<file path="config.mk">
export PLATFORM = sky130hd
export DESIGN_NAME = multi_key_press_classifier_core
export DESIGN_NICKNAME = d
export VERILOG_FILES = /design/src/rtl/core/mkpc_pkg.sv /design/src/rtl/core/mkpc_cfg_regs.sv /design/src/rtl/core/mkpc_key_unit.sv /design/src/rtl/core/multi_key_press_classifier_core.sv
export SDC_FILE = /design/constraint.sdc
export NUM_CORES = 1
export LEC_CHECK = 0
export BUFFER_PORTS_ARGS = -buffer_cell sky130_fd_sc_hd__buf_2
export CAP_MARGIN = 10
export CORE_MARGIN = 3
export CORE_UTILIZATION = 57
export DETAILED_ROUTE_END_ITERATION = 10
export PLACE_DENSITY_LB_ADDON = 0.08
export SYNTH_ARGS = -nofsm -noshare
export SYNTH_HDL_FRONTEND = slang
export SYNTH_SLANG_ARGS = --single-unit
export TNS_END_PERCENT = 1
</file>
<file path="constraint.sdc">
create_clock -name clk_i -period 4.7 [get_ports clk_i]
set_clock_uncertainty 0.15 [all_clocks]
set_input_delay 0.94 -clock clk_i [delete_from_list [all_inputs] [get_ports clk_i]]
set_output_delay 0.94 -clock clk_i [all_outputs]
set_load 0.05 [all_outputs]
</file>
<file path="src/rtl/core/mkpc_pkg.sv">
// Shared types, constants and codes for the multi-key press classifier.
// Used by every module under rtl/core; depends on nothing else.
`timescale 1ns / 1ps

package mkpc_pkg;

  localparam int NumKeys = 8;
  localparam int KeyW    = 3;
  localparam int WideW   = 12;
  localparam int HoldW   = 8;
  localparam int LongW   = 11;
  localparam int ClickW  = 3;
  localparam int PendW   = 3;
  localparam int ModeW   = 4;
  localparam int CfgDataW = 32;
  localparam int CfgIdxW  = 3;

  localparam logic [WideW-1:0]  WideMax  = 12'hFFE;
  localparam logic [HoldW-1:0]  HoldMax  = 8'hFE;
  localparam logic [ClickW-1:0] ClickMax = 3'd7;
  localparam logic [ClickW-1:0] ClickDbl = 3'd2;

  // Request kinds.
  localparam logic ReqTick = 1'b0;
  localparam logic ReqScan = 1'b1;

  // Mode bit positions within a key's nibble.
  localparam int ModeShort  = 0;
  localparam int ModeLong   = 1;
  localparam int ModeRepeat = 2;
  localparam int ModeDouble = 3;

  // Pending event codes.
  localparam logic [PendW-1:0] PendNone   = 3'd0;
  localparam logic [PendW-1:0] PendShort  = 3'd1;
  localparam logic [PendW-1:0] PendLong   = 3'd2;
  localparam logic [PendW-1:0] PendDouble = 3'd4;

  typedef enum logic [1:0] {
    EvShort  = 2'd0,
    EvLong   = 2'd1,
    EvRepeat = 2'd2,
    EvDouble = 2'd3
  } ev_code_e;

  typedef enum logic [CfgIdxW-1:0] {
    RegModeTable = 3'd0,
    RegLevelMask = 3'd1,
    RegDebounce  = 3'd2,
    RegLong      = 3'd3,
    RegGap       = 3'd4,
    RegRepeat    = 3'd5
  } cfg_idx_e;

  typedef struct packed {
    logic [NumKeys*ModeW-1:0] mode_table;
    logic [NumKeys-1:0]       level_mask;
    logic [WideW-1:0]         debounce_ticks;
    logic [LongW-1:0]         long_ticks;
    logic [WideW-1:0]         gap_ticks;
    logic [HoldW-1:0]         repeat_ticks;
  } cfg_t;

  typedef struct packed {
    logic              was_pressed;
    logic [WideW-1:0]  press_timer;
    logic              press_timing;
    logic [WideW-1:0]  gap_timer;
    logic              gap_timing;
    logic [HoldW-1:0]  hold_timer;
    logic              hold_timing;
    logic [ClickW-1:0] click_count;
    logic [PendW-1:0]  pending_event;
  } key_state_t;

  typedef struct packed {
    logic     valid;
    ev_code_e code;
  } event_t;

  function automatic ev_code_e pend_to_code(logic [PendW-1:0] p);
    ev_code_e c;
    c = EvShort;
    if (p == PendLong) c = EvLong;
    if (p == PendDouble) c = EvDouble;
    return c;
  endfunction

endpackage

</file>
<file path="src/rtl/core/mkpc_cfg_regs.sv">
// Configuration register file of the press classifier.
// Depends on mkpc_pkg for register indexes, widths and the cfg_t bundle.
`timescale 1ns / 1ps

module mkpc_cfg_regs (
  input  logic                         clk_i,
  input  logic                         rst_ni,
  input  logic                         cfg_we_i,
  input  logic [mkpc_pkg::CfgIdxW-1:0] cfg_idx_i,
  input  logic [mkpc_pkg::CfgDataW-1:0] cfg_data_i,
  output mkpc_pkg::cfg_t               cfg_o
);

  mkpc_pkg::cfg_t cfg_q;

  always_ff @(posedge clk_i or negedge rst_ni) begin
    if (!rst_ni) begin
      cfg_q.mode_table     <= '0;
      cfg_q.level_mask     <= '0;
      cfg_q.debounce_ticks <= mkpc_pkg::WideW'(20);
      cfg_q.long_ticks     <= mkpc_pkg::LongW'(1000);
      cfg_q.gap_ticks      <= mkpc_pkg::WideW'(300);
      cfg_q.repeat_ticks   <= mkpc_pkg::HoldW'(100);
    end else if (cfg_we_i) begin
      case (mkpc_pkg::cfg_idx_e'(cfg_idx_i))
        mkpc_pkg::RegModeTable: begin
          cfg_q.mode_table <= cfg_data_i[mkpc_pkg::NumKeys*mkpc_pkg::ModeW-1:0];
        end
        mkpc_pkg::RegLevelMask: begin
          cfg_q.level_mask <= cfg_data_i[mkpc_pkg::NumKeys-1:0];
        end
        mkpc_pkg::RegDebounce: begin
          cfg_q.debounce_ticks <= cfg_data_i[mkpc_pkg::WideW-1:0];
        end
        mkpc_pkg::RegLong: begin
          cfg_q.long_ticks <= cfg_data_i[mkpc_pkg::LongW-1:0];
        end
        mkpc_pkg::RegGap: begin
          cfg_q.gap_ticks <= cfg_data_i[mkpc_pkg::WideW-1:0];
        end
        mkpc_pkg::RegRepeat: begin
          cfg_q.repeat_ticks <= cfg_data_i[mkpc_pkg::HoldW-1:0];
        end
        default: begin
        end
      endcase
    end
  end

  assign cfg_o = cfg_q;

endmodule

</file>
<file path="src/rtl/core/mkpc_key_unit.sv">
// Shared per-key update unit: advances one key's timers for a tick or
// classifies one scan. Depends on mkpc_pkg for key_state_t, cfg_t and codes.
`timescale 1ns / 1ps

module mkpc_key_unit (
  input  logic                        is_tick_i,
  input  logic                        pin_i,
  input  logic                        active_i,
  input  logic [mkpc_pkg::ModeW-1:0]  mode_i,
  input  mkpc_pkg::cfg_t              cfg_i,
  input  mkpc_pkg::key_state_t        st_i,
  output mkpc_pkg::key_state_t        st_o,
  output mkpc_pkg::event_t            ev_o
);

  logic                      m_short, m_long, m_rep, m_dbl;
  logic [mkpc_pkg::WideW-1:0] twice;
  logic [mkpc_pkg::WideW-1:0] long_ext;

  assign m_short  = mode_i[mkpc_pkg::ModeShort];
  assign m_long   = mode_i[mkpc_pkg::ModeLong];
  assign m_rep    = mode_i[mkpc_pkg::ModeRepeat];
  assign m_dbl    = mode_i[mkpc_pkg::ModeDouble];
  assign twice    = {cfg_i.long_ticks, 1'b0};
  assign long_ext = {1'b0, cfg_i.long_ticks};

  always_comb begin
    st_o       = st_i;
    ev_o.valid = 1'b0;
    ev_o.code  = mkpc_pkg::EvShort;

    if (is_tick_i) begin
      if (st_i.press_timing && st_i.press_timer < mkpc_pkg::WideMax) begin
        st_o.press_timer = st_i.press_timer + 1'b1;
      end
      if (st_i.gap_timing && st_i.gap_timer < mkpc_pkg::WideMax) begin
        st_o.gap_timer = st_i.gap_timer + 1'b1;
      end
      if (st_i.hold_timing && st_i.hold_timer < mkpc_pkg::HoldMax) begin
        st_o.hold_timer = st_i.hold_timer + 1'b1;
      end
    end else if (pin_i == active_i) begin
      if (!st_i.was_pressed) begin
        st_o.press_timer  = '0;
        st_o.press_timing = 1'b1;
        if (m_dbl) begin
          st_o.gap_timing = 1'b0;
          if (st_i.gap_timer <= cfg_i.gap_ticks) begin
            if (st_i.click_count < mkpc_pkg::ClickMax) begin
              st_o.click_count = st_i.click_count + 1'b1;
            end
          end else begin
            st_o.click_count = '0;
          end
          st_o.gap_timer = '0;
        end
      end else if (m_rep && st_i.press_timer >= twice) begin
        st_o.hold_timing = 1'b1;
        if (st_i.hold_timer > cfg_i.repeat_ticks) begin
          st_o.hold_timer    = '0;
          st_o.pending_event = mkpc_pkg::PendNone;
          ev_o.valid         = 1'b1;
          ev_o.code          = mkpc_pkg::EvRepeat;
        end
      end
      st_o.was_pressed = 1'b1;
    end else begin
      st_o.press_timing = 1'b0;
      if (st_i.was_pressed) begin
        // Later checks override earlier ones: short, then long, then double.
        if (m_short && st_i.press_timer >= cfg_i.debounce_ticks &&
            st_i.press_timer < long_ext) begin
          st_o.pending_event = mkpc_pkg::PendShort;
        end
        if (m_long && st_i.press_timer >= long_ext &&
            (!m_rep || st_i.press_timer < twice)) begin
          st_o.pending_event = mkpc_pkg::PendLong;
        end
        if (m_rep) begin
          st_o.gap_timer   = '0;
          st_o.hold_timing = 1'b0;
        end
        if (m_dbl) begin
          st_o.gap_timer  = '0;
          st_o.gap_timing = 1'b1;
          if (st_i.click_count == mkpc_pkg::ClickDbl) begin
            st_o.pending_event = mkpc_pkg::PendDouble;
            st_o.click_count   = '0;
          end
        end
      end else if (m_dbl) begin
        if (st_i.gap_timer > cfg_i.gap_ticks) begin
          if (st_i.pending_event != mkpc_pkg::PendNone) begin
            ev_o.valid        = 1'b1;
            ev_o.code         = mkpc_pkg::pend_to_code(st_i.pending_event);
            st_o.press_timer  = '0;
          end
          st_o.pending_event = mkpc_pkg::PendNone;
          st_o.gap_timer     = '0;
          st_o.gap_timing    = 1'b0;
          st_o.click_count   = '0;
        end
      end else begin
        if (st_i.pending_event != mkpc_pkg::PendNone) begin
          ev_o.valid       = 1'b1;
          ev_o.code        = mkpc_pkg::pend_to_code(st_i.pending_event);
          st_o.press_timer = '0;
        end
        st_o.pending_event = mkpc_pkg::PendNone;
      end
      st_o.was_pressed = 1'b0;
    end
  end

endmodule

</file>
<file path="src/rtl/core/multi_key_press_classifier_core.sv">
// Top level of the multi-key press classifier: sequencer, per-key state
// registers and output register. Depends on mkpc_pkg, mkpc_cfg_regs, mkpc_key_unit.
`timescale 1ns / 1ps

// Usage
// The input channel (in_valid_i / in_ready_o) carries one request per beat:
// a tick that advances the press, gap and hold timers of every key, or a
// scan that gives one key's sampled pin level. The output channel
// (out_valid_o / out_ready_i) carries at most one event per scan beat:
// short press, long press, hold repeat or double click, with the key id.
// A tick is accepted and then walks the keys through the shared key unit,
// one key per cycle. A scan is accepted, then makes one pass through the
// key unit; an event appears on the output the cycle after that pass.
// The output register is separate from the sequencer, so a new beat is taken
// while an event waits. A scan only finishes its update once the output
// register is free; if the receiver stalls with an event still held, the
// scan waits in place and the input stays not ready.
// Reset clears all key state, empties the output register and loads the
// register defaults. Configuration writes are taken on any cycle and are
// expected only while the block is idle.

module multi_key_press_classifier_core (
  input  logic                           clk_i,
  input  logic                           rst_ni,
  input  logic                           cfg_we_i,
  input  logic [mkpc_pkg::CfgIdxW-1:0]   cfg_idx_i,
  input  logic [mkpc_pkg::CfgDataW-1:0]  cfg_data_i,
  input  logic                           in_valid_i,
  output logic                           in_ready_o,
  input  logic                           req_type_i,
  input  logic [mkpc_pkg::KeyW-1:0]      key_index_i,
  input  logic                           pin_level_i,
  output logic                           out_valid_o,
  input  logic                           out_ready_i,
  output logic [mkpc_pkg::KeyW-1:0]      key_id_o,
  output logic [1:0]                     event_code_o
);

  typedef enum logic [1:0] {
    StIdle,
    StTick,
    StScan
  } state_e;

  state_e                      state_q;
  logic [mkpc_pkg::KeyW-1:0]   idx_q;
  logic                        pin_q;
  logic                        out_valid_q;
  logic                        out_valid_d;
  logic [mkpc_pkg::KeyW-1:0]   key_id_q;
  mkpc_pkg::ev_code_e          ev_code_q;
  mkpc_pkg::key_state_t        st_q [mkpc_pkg::NumKeys];

  mkpc_pkg::cfg_t              cfg;
  mkpc_pkg::key_state_t        st_nxt;
  mkpc_pkg::event_t            ev;
  logic                        in_fire;
  logic                        key_ok;
  logic                        out_free;

  mkpc_cfg_regs u_cfg (
    .clk_i      (clk_i),
    .rst_ni     (rst_ni),
    .cfg_we_i   (cfg_we_i),
    .cfg_idx_i  (cfg_idx_i),
    .cfg_data_i (cfg_data_i),
    .cfg_o      (cfg)
  );

  // One key unit serves every key; the sequencer index picks the entry.
  mkpc_key_unit u_key (
    .is_tick_i (state_q == StTick),
    .pin_i     (pin_q),
    .active_i  (cfg.level_mask[idx_q]),
    .mode_i    (cfg.mode_table[idx_q*mkpc_pkg::ModeW +: mkpc_pkg::ModeW]),
    .cfg_i     (cfg),
    .st_i      (st_q[idx_q]),
    .st_o      (st_nxt),
    .ev_o      (ev)
  );

  assign in_ready_o = (state_q == StIdle);
  assign in_fire    = in_valid_i && in_ready_o;
  assign key_ok     = {1'b0, key_index_i} < (mkpc_pkg::KeyW+1)'(mkpc_pkg::NumKeys);
  assign out_free   = !out_valid_q || out_ready_i;

  // The output register drains on a taken beat and refills when a scan
  // finishes with an event.
  always_comb begin
    out_valid_d = out_valid_q && !out_ready_i;
    if (state_q == StScan && out_free && ev.valid) begin
      out_valid_d = 1'b1;
    end
  end

  always_ff @(posedge clk_i or negedge rst_ni) begin
    if (!rst_ni) begin
      state_q     <= StIdle;
      idx_q       <= '0;
      pin_q       <= 1'b0;
      out_valid_q <= 1'b0;
      key_id_q    <= '0;
      ev_code_q   <= mkpc_pkg::EvShort;
      for (int i = 0; i < mkpc_pkg::NumKeys; i++) begin
        st_q[i] <= '0;
      end
    end else begin
      out_valid_q <= out_valid_d;
      case (state_q)
        StIdle: begin
          if (in_fire) begin
            pin_q <= pin_level_i;
            if (req_type_i == mkpc_pkg::ReqScan) begin
              idx_q <= key_index_i;
              // A scan of a key beyond the configured count is dropped.
              if (key_ok) begin
                state_q <= StScan;
              end
            end else begin
              idx_q   <= '0;
              state_q <= StTick;
            end
          end
        end
        StTick: begin
          st_q[idx_q] <= st_nxt;
          if (idx_q == mkpc_pkg::KeyW'(mkpc_pkg::NumKeys - 1)) begin
            state_q <= StIdle;
          end else begin
            idx_q <= idx_q + 1'b1;
          end
        end
        StScan: begin
          if (out_free) begin
            st_q[idx_q] <= st_nxt;
            if (ev.valid) begin
              key_id_q  <= idx_q;
              ev_code_q <= ev.code;
            end
            state_q <= StIdle;
          end
        end
        default: begin
          state_q <= StIdle;
        end
      endcase
    end
  end

  assign out_valid_o  = out_valid_q;
  assign key_id_o     = key_id_q;
  assign event_code_o = ev_code_q;

endmodule
</file>
==> run metrics <==
outcome=finished clean; WP data required=5.01 ns; final design utilization=65.6%; Sequential Area=0.0108 mm2; critical path launch point type=register; DR iter-0 viols=1223; non-filler cells, final=2544; GRT Util Overall=29.7%; Tightest Pin Transition=1.18 ns; Setup crit end kind=register; largest net degree at the start of global routing=118; setup_tns=0 ns; core area=0.0378 mm2; most common cell in the netlist=dfrtp_1; Final Setup Violations=0; layout cell share with drive strength beyond 1=32.3%; die area=0.0409 mm2; Synth warnings=0; unrepaired setup endpoints after global routing=yes; port bufs=51; most frequent cells after synthesis=dfrtp_1, mux2_2, nand2_1, o21ai_0, clkbuf_1; post-synthesis sequential area ratio=49.2%; hold depth=2; vias in the first global route=16000; later-pin clock latency in the skew report=0.59 ns; CTS tree=done; fmax=217 MHz; HP Class=reg -> reg; Net Sw Frac=39.7%; CTS Buf Count=47; I/O Pins=52; Setup Fix Bufs, Post-CTS=0; crit path cell chain=buf_4 -> mux4_2 -> nand2_1 -> nand2_1 -> ha_1 -> a211oi_1 -> o211ai_1 -> o21ai_0 -> a21oi_1 -> a211oi_1 -> or4b_1 -> nand3_2 -> mux2_2; clock root buffer=clkbuf_16; CP max-delay cell=dfrtp_4; dpl hpwl=40.7 mm; fill count=2915; Vias/cell=6.22; mapped cell area=0.0220 mm2; clock slew at reported path FFs=0.06 ns; FF-to-FF path depth=13; Psw=6180 uW; Initial Util=58.0%; #FFs+latches synth=431; max incr delay on CP=0.72 ns; CTS sink count=431; Power Dens Cells=626 mW/mm2; num rows=71; ANT nets after route=0; Tot Pwr=15500 uW; Final period util=98.2%; first-pass GRT wire length=93.9 mm; Max-Slew Margin vs Limit=21.0%; die width=202 um; Post-Route WL=60.3 mm; Arrival @ worst endpoint=4.93 ns; routability cong.=0.939; number of remaining DRC errors=0; clock power share=23.4%; initial antenna violation count=1; TritonRoute pass-1 iters=5; Post-synth EDFFs=0; Syn Nets=2009; min Tclk post-route=4.62 ns; Slew Viols, Final=0; top cells by area, synth=dfrtp_1, mux2_2, mux4_2; dominant synthesized flop cell=dfrtp_1; GR Overflow Total=0; post-synth top area share=47.4%; Comb power frac=43.8%; max_cap viols=0; kind of critical path=reg -> reg; DR WL/cell=23.7 um; H-tree levels=2; post-synthesis cell count=1903; Fin Hold WS=0.324 ns; largest buffer count on any clock path=3; register share of total power=32.8%; ys async rst share=100%; area of the multi-input gates=0.0105 mm2; Int Power=9370 uW; dpl cells=2457; Netlist cell types=92; via count=15800; # nets final=2101; Max VDD drop=339 uV; final hold vios=0; dominant cell type by area after synthesis=dfrtp_1; Syn-to-layout area delta=13.1%; synthesized area per cell=11.5 um2; Leak=0.0115 uW; Max FO, Critical Path=26; Die Ht=202 um
==> kinds of logic (layout without fill, tap and decap cells) <==
kind of cell | count (synthesis) | in the layout | synth area share [%]
AO/OA/AOI/OAI | 355 | 355 | 10.6
XOR/XNOR | 4 | 4 | 0.228
adder cells (fa/ha/maj) | 61 | 61 | 3.47
buffers and inverters | 169 | 297 | 3.59
flip-flops | 431 | 431 | 49.2
multiplexers | 385 | 385 | 22.2
other | 0 | 2 | 0
AND/OR/NAND/NOR | 498 | 498 | 10.7
==> critical path: cells and delay by family (launching register included) <==
kind                       cells  cell delay, ns
AOI/OAI and AO/OA              5            1.31
muxes                          2            0.88
DFF                            1            0.72
and+or+nand+nor                4            0.72
buffers and inverters          1            0.38
adders and majority gates      1            0.31
==> power groups by stage <==
stage          sequential [uW]  clock, uW  combinational, uW
2_1_floorplan             4900          0               4500
3_3_place_gp              5100          0               6510
3_5_place_dp              5140          0               6620
4_1_cts                   5080       3700               6660
5_1_grt                   5190       3860               7300
6_report                  5090       3640               6800
==> cells in the final DEF, fill, tap and decap left out, drive strengths merged, types with 27 or more instances in the layout <==
| master | Yosys | final |
|---|---|---|
| clkbuf | 68 | 73 |
| o21ai | 154 | 154 |
| nand3 | 27 | 27 |
| dfrtp | 416 | 416 |
| ha | 61 | 61 |
| a21oi | 58 | 58 |
| buf | 39 | 150 |
| mux2i | 36 | 36 |
| nand2 | 275 | 275 |
| nor2 | 65 | 65 |
| mux4 | 52 | 52 |
| mux2 | 297 | 297 |
| inv | 62 | 63 |
==> through the flow <==
| step | setup WS (ns) | instance area [um2] |
|---|---|---|
| 2_1_floorplan | 0.821 | 22000 |
| 3_3_place_gp | 0.0932 | 23300 |
| 3_5_place_dp | 0.0805 | 23300 |
| 6_report | 0.0825 | 24800 |
| 5_1_grt | -0.158 | 24800 |
| 4_1_cts | 0.0487 | 24800 |
==> registers in the layout (all words and copies together) (netlist names) <==
register,flops
st_q,336
key_id_o,3
event_code_o,2
out_valid_o,1
state_q,2
pin_q,1
idx_q,3
u_cfg.cfg_o,83
==> layout make-up <==
class | count | share of cell area, %
antenna | 2 | 0.0202
clock buffer | 73 | 5.61
clock inverter | 12 | 0.559
inverter | 62 | 0.937
multi-input combinational | 1303 | 42.2
sequential | 431 | 43.5
tap | 511 | 2.57
timing repair buffer | 150 | 4.51
==> what timing repair did <==
item | CTS | global route
gates resized for setup | 0 | 9
setup endpoints to repair | 0 | 101
hold buffers | 0 | 0
==> routing by layer <==
metal  wire length [um]  part of all wire (%)  up-vias  GRT usage (%)
li1                   -                     -     7053              -
met1              26800                    44     8050           43.2
met2              27200                    45      600           46.2
met3               4540                   7.5      128           4.98
met4               1710                   2.8        0           9.21
met5                  0                     0        -              0
==> final timing paths <==
kind                           from               to  slack (ns)
setup / recovery           idx_q[0]        st_q[296]        0.08
hold / removal             st_q[27]         st_q[27]        0.32
setup reg to reg           idx_q[0]        st_q[296]        0.08
hold reg to reg            st_q[27]         st_q[27]        0.32
max in group asynchronous    rst_ni        st_q[236]        3.04
min in group asynchronous    rst_ni  u_cfg.cfg_o[76]        0.33
Note: power is estimated with default switching activity, not from simulation.
